==> config.mk <==
export PLATFORM = sky130hd
export DESIGN_NAME = ax25_ui_frame_builder_fcs
export DESIGN_NICKNAME = d
export VERILOG_FILES = /design/src/rtl/core/afb_pkg.sv /design/src/rtl/core/afb_crc.sv /design/src/rtl/core/afb_hdr.sv /design/src/rtl/core/ax25_ui_frame_builder_fcs.sv
export SDC_FILE = /design/constraint.sdc
export NUM_CORES = 1
export LEC_CHECK = 0
export ABC_AREA = 1
export BUFFER_PORTS_ARGS = -buffer_cell sky130_fd_sc_hd__buf_2
export CAP_MARGIN = 20
export CORE_MARGIN = 8
export CORE_UTILIZATION = 56
export CTS_CLUSTER_DIAMETER = 100
export DETAILED_ROUTE_END_ITERATION = 10
export GPL_TIMING_DRIVEN = 0
export PLACE_DENSITY = 0.87
export REMOVE_ABC_BUFFERS = 1
export SYNTH_ARGS = -nofsm -noshare
export SYNTH_HDL_FRONTEND = slang
export SYNTH_HIERARCHICAL = 1
export SYNTH_SLANG_ARGS = --single-unit
==> constraint.sdc <==
create_clock -name clock -period 3.41 [get_ports clock]
set_input_delay 0.1705 -clock clock [delete_from_list [all_inputs] [get_ports clock]]
set_output_delay 0.1705 -clock clock [all_outputs]
set_load 0.02 [all_outputs]
==> src/rtl/core/afb_pkg.sv <==
`default_nettype none
package afb_pkg;

   localparam int unsigned CALL_W  = 48;
   localparam int unsigned CHARS   = 6;
   localparam int unsigned PHASE_W = 5;

   localparam logic [15:0] CRC_INIT   = 16'hFFFF;
   localparam logic [15:0] CRC_POLY   = 16'h8408;
   localparam logic [7:0]  SSID_BASE  = 8'h60;
   localparam logic [7:0]  SSID_LAST  = 8'h01;
   localparam logic [7:0]  CTRL_UI    = 8'h03;
   localparam logic [7:0]  PID_NONE   = 8'hF0;
   localparam logic [7:0]  SHIFT_MASK = 8'hFE;
   localparam logic [7:0]  PAD_CHAR   = 8'h20;

   // Sequencer phases: 0..15 header bytes, then info and the two FCS bytes
   localparam logic [PHASE_W-1:0] PH_HDR_FIRST = 5'd0;
   localparam logic [PHASE_W-1:0] PH_HDR_LAST  = 5'd15;
   localparam logic [PHASE_W-1:0] PH_INFO      = 5'd16;
   localparam logic [PHASE_W-1:0] PH_FCS_LO    = 5'd17;
   localparam logic [PHASE_W-1:0] PH_FCS_HI    = 5'd18;

   typedef enum logic {
      CSR_DEST_CALL   = 1'b0,
      CSR_SOURCE_CALL = 1'b1
   } csr_index_type;

   typedef struct packed {
      logic [7:0] info_byte;
      logic       has_byte;
      logic       end_of_info;
   } req_type;

   typedef struct packed {
      logic [7:0] frame_byte;
      logic       frame_end;
   } rsp_type;

endpackage
`default_nettype wire

==> src/rtl/core/afb_crc.sv <==
`default_nettype none
module afb_crc
   import afb_pkg::*;
(
   input  wire logic [15:0] crc_cur,
   input  wire logic [7:0]  data,
   output logic      [15:0] crc_next
);

   always_comb begin
      logic [15:0] acc;
      acc = crc_cur ^ {8'h00, data};
      for (int j = 0; j < 8; j++) begin
         if (acc[0]) begin
            acc = (acc >> 1) ^ CRC_POLY;
         end else begin
            acc = acc >> 1;
         end
      end
      crc_next = acc;
   end

endmodule
`default_nettype wire

==> src/rtl/core/afb_hdr.sv <==
`default_nettype none
module afb_hdr
   import afb_pkg::*;
(
   input  wire logic [CALL_W-1:0] dest_call,
   input  wire logic [CALL_W-1:0] src_call,
   input  wire logic [3:0]        idx,
   output logic      [7:0]        hdr_byte
);

   logic [7:0] dest_chr [CHARS];
   logic [7:0] src_chr  [CHARS];

   // Pad from the first zero character onwards, then shift into address form
   always_comb begin
      logic dest_end;
      logic src_end;
      logic [7:0] c;
      dest_end = 1'b0;
      src_end  = 1'b0;
      for (int k = 0; k < CHARS; k++) begin
         c = dest_call[CALL_W-1-8*k -: 8];
         if (c == 8'h00) dest_end = 1'b1;
         if (dest_end) c = PAD_CHAR;
         dest_chr[k] = {c[6:0], 1'b0} & SHIFT_MASK;
         c = src_call[CALL_W-1-8*k -: 8];
         if (c == 8'h00) src_end = 1'b1;
         if (src_end) c = PAD_CHAR;
         src_chr[k] = {c[6:0], 1'b0} & SHIFT_MASK;
      end
   end

   always_comb begin
      unique case (idx)
         4'd0, 4'd1, 4'd2, 4'd3, 4'd4, 4'd5:
            hdr_byte = dest_chr[3'(idx)];
         4'd6:
            hdr_byte = SSID_BASE;
         4'd7, 4'd8, 4'd9, 4'd10, 4'd11, 4'd12:
            hdr_byte = src_chr[3'(idx - 4'd7)];
         4'd13:
            hdr_byte = SSID_BASE | SSID_LAST;
         4'd14:
            hdr_byte = CTRL_UI;
         default:
            hdr_byte = PID_NONE;
      endcase
   end

endmodule
`default_nettype wire

==> src/rtl/core/ax25_ui_frame_builder_fcs.sv <==
`default_nettype none
// An accepted item is held in the item register; its first byte enters the result register
// when the output is not stalled. The byte sequencer yields one frame byte per cycle while
// the output is not stalled; an item yields 1 to 19 bytes, an empty mid-frame item none.
// The next item is taken in the cycle the current item's last byte is issued.
// Reset (synchronous, active high) clears callsigns, CRC to 0xFFFF, no frame open.
module ax25_ui_frame_builder_fcs
   import afb_pkg::*;
(
   input  wire logic          clock,
   input  wire logic          reset,
   input  wire logic          req_valid,
   output logic               req_stall,
   input  wire req_type       req_data,
   output logic               rsp_valid,
   input  wire logic          rsp_stall,
   output rsp_type            rsp_data,
   input  wire logic          csr_wen,
   input  wire csr_index_type csr_index,
   input  wire logic [CALL_W-1:0] csr_wdata
);

   logic [CALL_W-1:0]  dest_ff, dest_in;
   logic [CALL_W-1:0]  src_ff, src_in;
   req_type            item_ff, item_in;
   logic               item_vld_ff, item_vld_in;
   logic [PHASE_W-1:0] phase_ff, phase_in;
   logic [15:0]        crc_ff, crc_in;
   logic               hdr_sent_ff, hdr_sent_in;
   logic               rsp_valid_ff, rsp_valid_in;
   rsp_type            rsp_data_ff, rsp_data_in;

   logic               step;
   logic               item_done;
   logic [PHASE_W-1:0] phase_nxt;
   logic [7:0]         hdr_byte;
   logic [7:0]         out_byte;
   logic [15:0]        crc_upd;
   logic               accept;
   logic               start_ok;
   logic [PHASE_W-1:0] start_phase;

   afb_hdr u_hdr (
      .dest_call (dest_ff),
      .src_call  (src_ff),
      .idx       (phase_ff[3:0]),
      .hdr_byte  (hdr_byte)
   );

   afb_crc u_crc (
      .crc_cur  (crc_ff),
      .data     (out_byte),
      .crc_next (crc_upd)
   );

   always_comb begin
      priority if (phase_ff <= PH_HDR_LAST) begin
         out_byte = hdr_byte;
      end else if (phase_ff == PH_INFO) begin
         out_byte = item_ff.info_byte;
      end else if (phase_ff == PH_FCS_LO) begin
         out_byte = ~crc_ff[7:0];
      end else begin
         out_byte = ~crc_ff[15:8];
      end
   end

   // Next phase of the current item, or done
   always_comb begin
      item_done = 1'b0;
      phase_nxt = phase_ff + 5'd1;
      priority if (phase_ff == PH_HDR_LAST) begin
         if (item_ff.has_byte) begin
            phase_nxt = PH_INFO;
         end else if (item_ff.end_of_info) begin
            phase_nxt = PH_FCS_LO;
         end else begin
            item_done = 1'b1;
         end
      end else if (phase_ff == PH_INFO) begin
         phase_nxt = PH_FCS_LO;
         item_done = !item_ff.end_of_info;
      end else if (phase_ff == PH_FCS_HI) begin
         item_done = 1'b1;
      end else begin
         phase_nxt = phase_ff + 5'd1;
      end
   end

   assign step      = item_vld_ff && (!rsp_valid_ff || !rsp_stall);
   assign req_stall = item_vld_ff && !(step && item_done);
   assign accept    = req_valid && !req_stall;

   // Frame state as it stands once this cycle's byte is out
   always_comb begin
      crc_in      = crc_ff;
      hdr_sent_in = hdr_sent_ff;
      if (step) begin
         if (phase_ff == PH_FCS_HI) begin
            crc_in      = CRC_INIT;
            hdr_sent_in = 1'b0;
         end else if (phase_ff <= PH_INFO) begin
            crc_in      = crc_upd;
            hdr_sent_in = 1'b1;
         end
      end
   end

   always_comb begin
      start_ok    = 1'b1;
      start_phase = PH_HDR_FIRST;
      priority if (!hdr_sent_in) begin
         start_phase = PH_HDR_FIRST;
      end else if (req_data.has_byte) begin
         start_phase = PH_INFO;
      end else if (req_data.end_of_info) begin
         start_phase = PH_FCS_LO;
      end else begin
         // empty item mid-frame: drop
         start_ok = 1'b0;
      end
   end

   always_comb begin
      item_in     = item_ff;
      item_vld_in = item_vld_ff;
      phase_in    = phase_ff;
      if (step) begin
         phase_in = phase_nxt;
         if (item_done) item_vld_in = 1'b0;
      end
      if (accept) begin
         item_in     = req_data;
         item_vld_in = start_ok;
         phase_in    = start_phase;
      end
   end

   always_comb begin
      rsp_valid_in = rsp_valid_ff && rsp_stall;
      rsp_data_in  = rsp_data_ff;
      if (step) begin
         rsp_valid_in           = 1'b1;
         rsp_data_in.frame_byte = out_byte;
         rsp_data_in.frame_end  = (phase_ff == PH_FCS_HI);
      end
   end

   always_comb begin
      dest_in = dest_ff;
      src_in  = src_ff;
      if (csr_wen) begin
         unique case (csr_index)
            CSR_DEST_CALL:   dest_in = csr_wdata;
            CSR_SOURCE_CALL: src_in  = csr_wdata;
            default:         dest_in = dest_ff;
         endcase
      end
   end

   always_ff @(posedge clock) begin
      if (reset) begin
         dest_ff      <= '0;
         src_ff       <= '0;
         item_vld_ff  <= 1'b0;
         phase_ff     <= PH_HDR_FIRST;
         crc_ff       <= CRC_INIT;
         hdr_sent_ff  <= 1'b0;
         rsp_valid_ff <= 1'b0;
      end else begin
         dest_ff      <= dest_in;
         src_ff       <= src_in;
         item_vld_ff  <= item_vld_in;
         phase_ff     <= phase_in;
         crc_ff       <= crc_in;
         hdr_sent_ff  <= hdr_sent_in;
         rsp_valid_ff <= rsp_valid_in;
      end
   end

   always_ff @(posedge clock) begin
      item_ff     <= item_in;
      rsp_data_ff <= rsp_data_in;
   end

   assign rsp_valid = rsp_valid_ff;
   assign rsp_data  = rsp_data_ff;

endmodule
`default_nettype wire

# [Word level (Yosys, flattened, before mapping)]
# Index checks and enable logic that the tools add are counted.
[op_classes] magnitude_cmp=4 eq_ne=18 muxes=68 n_addsub=2 bitwise=14 reduce_logical=33
[ops] operator="$mux 16" n=10
[ops] operator="$logic_not 8->1" n=12
[ops] operator="$mux 7" n=12
[ops] operator="$mux 8" n=7
[ops] operator="$bmux 8 s3" n=2
[ops] operator="$mux 5" n=9
[ops] operator="$pmux 8 s5" n=1
[ops] operator="$eq 4x4->1 const B" n=7
[ops] operator="$mux 1" n=27
[ops] operator="$not 2->3" n=8
[ops] operator="$eq 4x3->1 const B" n=4
[ops] operator="$not 8->8" n=2
[ops] operator="$xor 16x8->16" n=1
[ops] operator="$eq 5x5->1 const B" n=3
[ops] operator="$reduce_or 6->1" n=2
[ops] operator="$eq 4x2->1 const B" n=2
[ops] operator="$ge 4x4->1 const B" n=2
[ops] operator="$not 3->4" n=2
[ops] operator="$reduce_and 2->1" n=4
[ops] operator="$reduce_bool 2->1" n=3
[ops] operator="$add 5x1->5 const B" n=1
[ops] operator="$eq 5x4->1 const B" n=1
[ops] operator="$le 5x4->1 const B" n=1
[ops] operator="$le 5x5->1 const B" n=1
[ops] operator="other kinds (7)" n=15
[totals] output_inout_bits=11 in_bits=64 ff_bits=139

# [Depth between registers and ports, before layout]
# Gate-level depths: netlist (run 1).
[logic_depth] depth_word=32 ltp_mapped=23 ltp_nobuf=23

# [Cells and area by module]
# The synthesis (run 1) kept the hierarchy.
[modules_own_cells] mod="ax25_ui_frame_builder_fcs" area_per_inst_um2=5313.8 n_inst=1 seq_area_each_um2=2972.9 cells_per_inst=661
[modules_own_cells] mod="afb_hdr" area_per_inst_um2=1796.7 n_inst=1 seq_area_each_um2=0.0 cells_per_inst=373
[modules_own_cells] mod="afb_crc" area_per_inst_um2=526.8 n_inst=1 seq_area_each_um2=0.0 cells_per_inst=117

# [Worst setup path after synthesis (run 1)]
# Ideal clock, no wire load.
[synth_timing] path_type="reg-to-reg" from="reg phase_ff[0]" to="reg crc_ff[3]" slack_ns=0.537 required_time_ns=3.282 n_path_buf=2 stages_incl_launch_ff=22 setup_ns=0.128 arrival_time_ns=2.746 path_cell_list="dfxtp_1 > buf_4 > inv_2 > buf_2 > ha_1 > nor2_1 > nand3_1 > nand3_1 > nand4_1 > a21boi_1 > nand2_1 > inv_1 > o21ai_0 > inv_1 > nand2_1 > nand2_1 > nand2_1 > nand2_2 > nand2_1 > nand2_1 > o21ai_1 > nand3_1"
[synth_between] elab_chain_cells=19
[synth_rtl] item="start, declared" line="ax25_ui_frame_builder_fcs.sv:27" text="logic [PHASE_W-1:0] phase_ff, phase_in;"
[synth_rtl] item="start signal, assigned" line="ax25_ui_frame_builder_fcs.sv:174" text="phase_ff <= phase_in;"
[synth_rtl] item="$sub 3x3->3" line="afb_hdr.sv:40" text="hdr_byte = src_chr[3'(idx - 4'd7)];"
[synth_rtl] item="$not 3->4 (implied by the code)" line="afb_hdr.sv:40"
[synth_rtl] item="$bmux 8 s3" line="afb_hdr.sv:40"
[synth_rtl] item="$mux 8 (implied by the code) (2 in series)" line="afb_hdr.sv:40"
[synth_rtl] item="$pmux 8 s5 *" line="afb_hdr.sv:34" text="unique case (idx)"
[synth_rtl] item="named net hdr_byte[7]" line="ax25_ui_frame_builder_fcs.sv:36" text="logic [7:0] hdr_byte;"
[synth_rtl] item="$mux 8 *" line="ax25_ui_frame_builder_fcs.sv:57" text="priority if (phase_ff <= PH_HDR_LAST) begin"
[synth_rtl] item="named net out_byte[7]" line="ax25_ui_frame_builder_fcs.sv:37" text="logic [7:0] out_byte;"
[synth_rtl] item="$xor 16x8->16 *" line="afb_crc.sv:12" text="acc = crc_cur ^ {8'h00, data};"
[synth_rtl] item="$mux 16 * (3 in series)" line="afb_crc.sv:14" text="if (acc[0]) begin"
[synth_rtl] item="$not 2->3 (no source line)"
[synth_rtl] item="$mux 16 * (5 in series)" line="afb_crc.sv:14"
[synth_rtl] item="named net crc_upd[3]" line="ax25_ui_frame_builder_fcs.sv:38" text="logic [15:0] crc_upd;"
[synth_rtl] item="$mux 16 *" line="ax25_ui_frame_builder_fcs.sv:102" text="end else if (phase_ff <= PH_INFO) begin"
[synth_rtl] item="$mux 16 *" line="ax25_ui_frame_builder_fcs.sv:99" text="if (phase_ff == PH_FCS_HI) begin"
[synth_rtl] item="end signal, assigned" line="ax25_ui_frame_builder_fcs.sv:175" text="crc_ff <= crc_in;"
[synth_rtl] item="end, declared" line="ax25_ui_frame_builder_fcs.sv:28" text="logic [15:0] crc_ff, crc_in;"
# The timed path passes the listed nets; every way through them passes the cells marked *. The select of a mux whose other input is x is not followed.
# A chain may end at the register's enable or synchronous reset.

# [Worst setup path after layout (run 1)]
[layout_timing] from="reg phase_ff[1]" to="reg crc_ff[8]"
[layout_between] elab_chain_cells=19
[layout_rtl] item="$sub 3x3->3" line="afb_hdr.sv:40"
[layout_rtl] item="$not 3->4 (implied by the code)" line="afb_hdr.sv:40"
[layout_rtl] item="$bmux 8 s3" line="afb_hdr.sv:40"
[layout_rtl] item="$mux 8 (implied by the code) (2 in series)" line="afb_hdr.sv:40"
[layout_rtl] item="$pmux 8 s5 *" line="afb_hdr.sv:34"
[layout_rtl] item="named net hdr_byte[5]" line="ax25_ui_frame_builder_fcs.sv:36"
[layout_rtl] item="$mux 8 *" line="ax25_ui_frame_builder_fcs.sv:57"
[layout_rtl] item="named net out_byte[5]" line="ax25_ui_frame_builder_fcs.sv:37"
[layout_rtl] item="$xor 16x8->16 *" line="afb_crc.sv:12"
[layout_rtl] item="$mux 16 *" line="afb_crc.sv:14"
[layout_rtl] item="$not 2->3 (no source line)"
[layout_rtl] item="$mux 16 * (7 in series)" line="afb_crc.sv:14"
[layout_rtl] item="named net crc_upd[8]" line="ax25_ui_frame_builder_fcs.sv:38"
[layout_rtl] item="$mux 16 *" line="ax25_ui_frame_builder_fcs.sv:102"
[layout_rtl] item="$mux 16 *" line="ax25_ui_frame_builder_fcs.sv:99"
# Marked as above.

==> metrics.md, run 1 <==
| Metric | Value |
|---|---|
| Fraction of registers with async set/reset | `0%` |
| Routed Antenna Nets | `0` |
| Worst-Skew Late Latency | `0.42 ns` |
| P&R area growth vs syn | `19.7%` |
| Gpl congestion | `0.972` |
| Synth warnings | `6` |
| Post-synth cell types | `42` |
| Longest Clk Path Bufs | `2` |
| Logic pwr share | `22.7%` |
| Hpwl dp | `14200 um` |
| P_int | `3330 uW` |
| GRT Max-Usage Layer | `met2` |
| Met3 Resource Use GR | `5.49%` |
| Pleak | `0.00426 uW` |
| Ranking of synthesized cells by area | `dfxtp_1 (31%), nor2_1 (13%), nand2_1 (12%)` |
| Reg2Reg Setup Slack | `0.25 ns` |
| FMAX | `317 MHz` |
| Met2 usage | `39.2%` |
| Final Hold Vio Count | `0` |
| CTS H-Tree Depth | `4` |
| Synth Register Bits | `139` |
| Most frequent cells in the layout | `nor2_1 (270), nand2_1 (246), dfxtp_1 (117)` |
| Setup Viol. Count Final | `0` |
| First-pass DRT Iterations | `6` |
| Setup TNS | `0 ns` |
| Dpl cell area | `8020 um^2` |
| Post-Route WL | `22300 um` |
| CTS clock-pin slew for the worst setup and hold paths | `0.06 ns` |
| P per Cell Area | `530 nW/um^2` |
| Final clock skew | `0.00690 ns` |
| Sw frac | `31.4%` |
| CP Max Fanout | `19` |
| Minimum clock period | `3.16 ns` |
| Area of the core | `13300 um^2` |
| Met1 usage | `31.1%` |
| DRC | `0` |
| Initial antenna violation count | `0` |
| Area of the die | `17600 um^2` |
| Port Buffers | `74` |
| R2r worst-path depth | `19` |
| Setup ws final | `0.252 ns` |
| DR vias | `8097` |
| Hold Crit Endpoint | `dest_ff[30]` |
| Fillers | `1083` |
| TritonCTS sink count | `139` |
| Period utilization | `92.6%` |
| Clock power frac | `38.1%` |
| Layout Nets | `1317` |
| Die width | `133 um` |
| Worst slew pin tran | `1.06 ns` |
| Total Power | `4850 uW` |
| Outcome | `finished, final reports clean` |
| Commonest non-fill, non-tap cell in the layout | `nor2_1` |
| Cell row count | `42` |
| Iter 0 DRT Violations | `1086` |
| Sequential cell area fraction in the yosys report | `38.9%` |
| R2R Path End | `crc_ff[8]` |
| Beginning of the worst hold path | `csr_wdata[30]` |
| Place WS | `-0.766 ns` |
| Starting Density | `57.4%` |
| Wirelength per Cell | `15.6 um` |
| Slew margin rel. | `29.5%` |
| Post-synth top area cell | `dfxtp_1` |
| Synth top area share | `31.5%` |
| Hold crit path type | `in -> reg` |
| CTS Buf Count | `17` |
| Reg power frac | `39.2%` |
| Grt ovf | `0` |
| DR vias/cell | `5.65` |
| Register Area | `2980 um^2` |
| CP Launch Type | `flip-flop` |
| Area of the mapped netlist | `7640 um^2` |
| Share of layout cells above drive strength 1 | `14.7%` |
| First-pass GRT wire length | `35900 um` |
| Largest net degree at the start of global routing | `60` |
| Worst endpoint data arrival time | `3.41 ns` |
| Fin area | `9150 um^2` |
| Vias in the first global route | `7548` |
| Worst hold path depth | `3` |
| Peak supply drop | `0.349 mV` |
| Max_cap viols | `0` |
| Endpoint class of the critical path | `flip-flop` |
| ANT cells | `0` |
| Critical R2R Launch | `phase_ff[1]` |
| P_sw | `1520 uW` |
| Root Buffer | `clkbuf_16` |
| Synth Area per Inst | `6.64 um^2` |
| Multi-input logic area | `4080 um^2` |
| GRT Total Usage | `24.7%` |
| Slew Viols, Final | `0` |
| DIE HEIGHT | `133 um` |
| Gate Count Post-Synth | `1151` |
| Worst EP required | `3.66 ns` |
| TritonCTS clock tree | `done` |
| Critical Setup Path Class | `reg -> reg` |
| I/O Pins | `75` |
| RSZ-0062 raised after global routing | `no` |
| End-of-flow core utilization | `68.8%` |
| Top FF cell, synth | `dfxtp_1` |
| Number of synthesized flops with an enable pin | `19` |
==> per-stage QoR <==
stage	hold slack (ns)	instances
after floorplan	0.240	1101
after global placement	0.348	1351
after detailed placement	0.349	1352
after CTS	0.000188	1427
after global routing	0.00833	1433
final	0.00612	1433
==> critical path, cell delays in order, from the launching register on <==
cell and delay (ns):
dfxtp_4 0.48, inv_1 0.17, ha_1 0.23, nor2_1 0.15, nand3_1 0.17, o21bai_4 0.25, nand4_1 0.17, nand2_1 0.11
a21oi_1 0.05, nand2_1 0.12, nor2_1 0.08, a31oi_2 0.29, buf_4 0.17, nand2_1 0.05, nand2_1 0.09, nand2_2 0.08
nand3_1 0.08, nand2_1 0.06, nand3_1 0.08, o211ai_1 0.11
==> power by group through the flow <==
stage          registers, uW  logic [uW]  clock network, uW
3_3_place_gp            1930         957                  0
6_report                1900        1100               1850
2_1_floorplan           1920         730                  0
4_1_cts                 1900        1040               1850
3_5_place_dp            1940         982                  0
5_1_grt                 1910        1220               1940
==> final cells by class <==
class	count	share of cell area, %
Multi-Input combinational cell	859	44.6
Sequential cell	139	32.6
Timing Repair Buffer	124	9.56
Clock buffer	23	5.69
Inverter	103	4.26
Tap cell	176	2.41
Clock inverter	9	0.903
==> synth_stat cells, types with 12 or more instances <==
| cell type | count |
|---|---|
| nand2_2 | 18 |
| o21ai_1 | 22 |
| nand3_1 | 71 |
| nand2_1 | 247 |
| dfxtp_1 | 120 |
| a21oi_1 | 26 |
| o211ai_1 | 16 |
| clkbuf_1 | 31 |
| nand4_1 | 14 |
| inv_1 | 91 |
| edfxtp_1 | 19 |
| nor2_1 | 271 |
| a31oi_1 | 13 |
| o21ai_0 | 103 |
| inv_2 | 12 |
==> sequential cells by signal, indices dropped and copies added, names as in the netlist <==
name	cells
rsp_valid	1
crc_ff	16
item_ff	10
item_vld_ff	1
src_ff	48
phase_ff	5
rsp_data	9
dest_ff	48
hdr_sent_ff	1
==> kinds of logic after synthesis <==
family	count (synthesis)	synth area share, %
xor gates and xnor gates	4	0.557
DFF	139	38.9
muxes	1	0.131
buffers and inverters	153	8.22
AOI/OAI and AO/OA	189	13.7
and+or+nand+nor	656	37.0
adders and majority gates	9	1.47
==> what timing repair did <==
action                                  4_1_cts  5_1_grt
cloned                                        0        0
gates resized for setup                       5        7
hold buffers                                 42        0
endpoints found under the setup margin       21       14
buffers inserted                              1        6
endpoints found under the hold margin        45        0
pin swaps                                     0        0
==> routing by layer <==
layer	vias up	wire length, um
li1	3900	-
met1	3714	9320
met2	406	10300
met3	77	1910
met4	0	766
met5	-	0
==> how the worst max path moves through the flow <==
stage                 from        end  slack (ns)  cells past startpoint
6_report       phase_ff[1]  crc_ff[8]        0.25                     19
3_3_place_gp   phase_ff[0]  crc_ff[3]       -1.58                     19
3_5_place_dp   phase_ff[0]  crc_ff[3]       -0.77                     19
2_1_floorplan  phase_ff[0]  crc_ff[3]       -0.37                     19
5_1_grt        phase_ff[1]  crc_ff[8]       0.006                     20
4_1_cts        phase_ff[0]  crc_ff[8]       0.009                     20
Power figures use the tool's default switching activity.
==> run 2: changes to the inputs <==
--- a/config.mk
+++ b/config.mk
@@ -6,14 +6,14 @@
 export NUM_CORES = 1
 export LEC_CHECK = 0
 export ABC_AREA = 1
-export BUFFER_PORTS_ARGS = -buffer_cell sky130_fd_sc_hd__buf_2
 export CAP_MARGIN = 20
 export CORE_MARGIN = 8
 export CORE_UTILIZATION = 56
 export CTS_CLUSTER_DIAMETER = 100
 export DETAILED_ROUTE_END_ITERATION = 10
+export DONT_BUFFER_PORTS = 1
 export GPL_TIMING_DRIVEN = 0
-export PLACE_DENSITY = 0.87
+export PLACE_DENSITY = 0.82
 export REMOVE_ABC_BUFFERS = 1
 export SYNTH_ARGS = -nofsm -noshare
 export SYNTH_HDL_FRONTEND = slang
==> run 2 against run 1 <==
Against the previous run: power rose by 1.0%; first-iteration DRC count down 18%; combinational power down 5%; cell count down 4.1%; via count is 3.8% lower; die area unchanged; sequential cell count did not move; critical path depth fell by 1.
==> metrics.md, run 2 (synthesis gave the netlist of run 1 again) <==
| Metric | Value |
|---|---|
| Outcome | `finished, final reports clean` |
| Setup Viol. Count Final | `0 (unchanged)` |
| Max_cap viols | `0 (unchanged)` |
| Area of the core | `13300 um^2 (unchanged)` |
| Peak supply drop | `0.425 mV (+22%)` |
| Final Hold Vio Count | `0 (unchanged)` |
| First-pass GRT wire length | `35600 um (-0.94%)` |
| Setup TNS | `0 ns (unchanged)` |
| Non-Filler Instances | `1374 (-4.1%)` |
| Starting Density | `57.4% (unchanged)` |
| Vias in the first global route | `7253 (-3.9%)` |
| CP peak stage delay | `0.51 ns (+0.03 ns)` |
| Slew margin rel. | `30.8% (+1.3 points)` |
| CTS H-Tree Depth | `4 (unchanged)` |
| Pleak | `0.00403 uW (-5.4%)` |
| Port Buffers | `0 (-100%)` |
| DR vias | `7786 (-3.8%)` |
| Largest registers | `dest_ff (48), src_ff (48), crc_ff (16)` |
| Layout Nets | `1257 (-4.6%)` |
| Placed cells | `1278 (-5.5%)` |
| DIE HEIGHT | `133 um (unchanged)` |
| Most frequent cells in the layout | `nor2_1 (270), nand2_1 (246), dfxtp_1 (117)` |
| Final clock skew | `0.00838 ns (+0.00149 ns)` |
| Iter 0 DRT Violations | `886 (-18%)` |
| TritonCTS sink count | `139 (unchanged)` |
| Die width | `133 um (unchanged)` |
| Hold crit path type | `in -> reg` |
| Grt ovf | `0 (unchanged)` |
| CP Max Fanout | `36 (+17)` |
| Initial antenna violation count | `1 (+1)` |
| Fillers | `1059 (-2.2%)` |
| Wirelength per Cell | `16.2 um (+4.2%)` |
| P per Cell Area | `547 nW/um^2 (+3.1%)` |
| Minimum clock period | `3.23 ns (+0.0666 ns)` |
| Worst slew pin tran | `1.04 ns (-0.0209 ns)` |
| CP Launch Type | `flip-flop` |
| CTS clock-pin slew for the worst setup and hold paths | `0.06 ns (about the same)` |
| Area of the die | `17600 um^2 (unchanged)` |
| CTS Buf Count | `17 (unchanged)` |
| I/O Pins | `75 (unchanged)` |
| Longest Clk Path Bufs | `2 (unchanged)` |
| Endpoint class of the critical path | `flip-flop` |
| P&R area growth vs syn | `17.3%` |
| First-pass DRT Iterations | `6 (unchanged)` |
| Gpl congestion | `0.946 (-2.7%)` |
| Worst-Skew Late Latency | `0.43 ns (about the same)` |
| Reg2Reg Setup Slack | `0.18 ns (-0.07 ns)` |
| Post-Route WL | `22300 um (-0.11%)` |
| FMAX | `310 MHz (-2.1%)` |
| Cell mode on critical path | `nand2_1` |
| Worst-path cell chain | `inv_6, ha_2, nor2_1, nand3_1, o21bai_4, nand4_1, nand3_1, nor2_1, a31oi_1, inv_1, nand2_1, nand2_1, nand2_4, nand2_4, nand2_1, nand2_1, o21ai_1, nand3_1` |
| GRT Total Usage | `24.7% (about the same)` |
| Crit-path slowest cell | `dfxtp_4` |
| Cell row count | `42 (unchanged)` |
| Worst EP required | `3.70 ns (+0.04 ns)` |
| TritonCTS clock tree | `done` |
| Period utilization | `94.6% (+2.0 points)` |
| Largest net degree at the start of global routing | `58 (-3.3%)` |
| Slew Viols, Final | `0 (unchanged)` |
| Critical Setup Path Class | `reg -> reg` |
| DR vias/cell | `5.67 (+0.29%)` |
| RSZ-0062 raised after global routing | `no` |
| Commonest non-fill, non-tap cell in the layout | `nor2_1` |
| Hpwl dp | `13900 um (-2.2%)` |
| Root Buffer | `clkbuf_16` |
| Routed Antenna Nets | `0 (unchanged)` |
| DRC | `0 (unchanged)` |
| Share of layout cells above drive strength 1 | `8.86% (-5.9 points)` |
| Worst endpoint data arrival time | `3.51 ns (+0.10 ns)` |
## run 2: final timing paths
| kind | from | endpoint | cells after the start |
|---|---|---|---|
| setup / recovery | phase_ff[0] | crc_ff[7] | 18 |
| hold / removal | req_valid | phase_ff[4] | 4 |
| setup reg to reg | phase_ff[0] | crc_ff[7] | 18 |
| hold reg to reg | src_ff[34] | src_ff[34] | 2 |
## run 2: stage by stage
step	instance area, um^2	worst slack, ns	total power [uW]	hold slack (ns)	util, %
floorplan	7400	-0.371	2650	0.240	-
global placement	7620	-1.62	2840	0.245	57.3
detailed placement	7650	-0.818	2860	0.246	57.5
CTS	8920	0.0699	4850	0.00510	67.1
global route	8950	0.00620	5100	0.0335	67.4
finish	8950	0.185	4900	0.00853	67.4
## run 2: metal layers
metal  wire (um)  GRT usage [%]  up-vias  share of wire [%]
met3        1670           4.88       65                7.5
met4         813           13.6        0                3.6
met5           0              0        -                  0
met1        9370           30.7     3598                 42
li1            -              -     3764                  -
met2       10400           39.4      359                 47
## run 2: power breakdown
group          leakage (uW)  internal [uW]  switching, uW
clock network      0.000306           1220            715
registers           0.00118           1790            124
logic               0.00255            363            683
total               0.00403           3380           1520
## run 2: what timing repair did
action | CTS | global route
resized for setup | 6 | 7
setup buffers | 2 | 0
pin swaps | 0 | 0
setup endpoints to repair | 21 | 13
hold endpoints to repair | 110 | 0
hold buffers | 61 | 0
## run 2: area by class of cell
type	instances	area, um^2	share of cell area, %
multi-input cells	859	4080	45.5
flip-flops and latches	139	2980	33.3
repair buffers	64	657	7.34
clock buffers	23	520	5.81
inverters	103	392	4.37
well taps	176	220	2.46
clock inverters	9	105	1.17
diodes	1	2.50	0.0279
## run 2: critical path: cells and delay by family (launching register included)
family,cells,cell delay (ns)
AND/OR/NAND/NOR,12,1.31
AO/OA/AOI/OAI,3,0.73
buffers and inverters,2,0.27
adder cells (fa/ha/maj),1,0.23
flip-flops,1,0.51
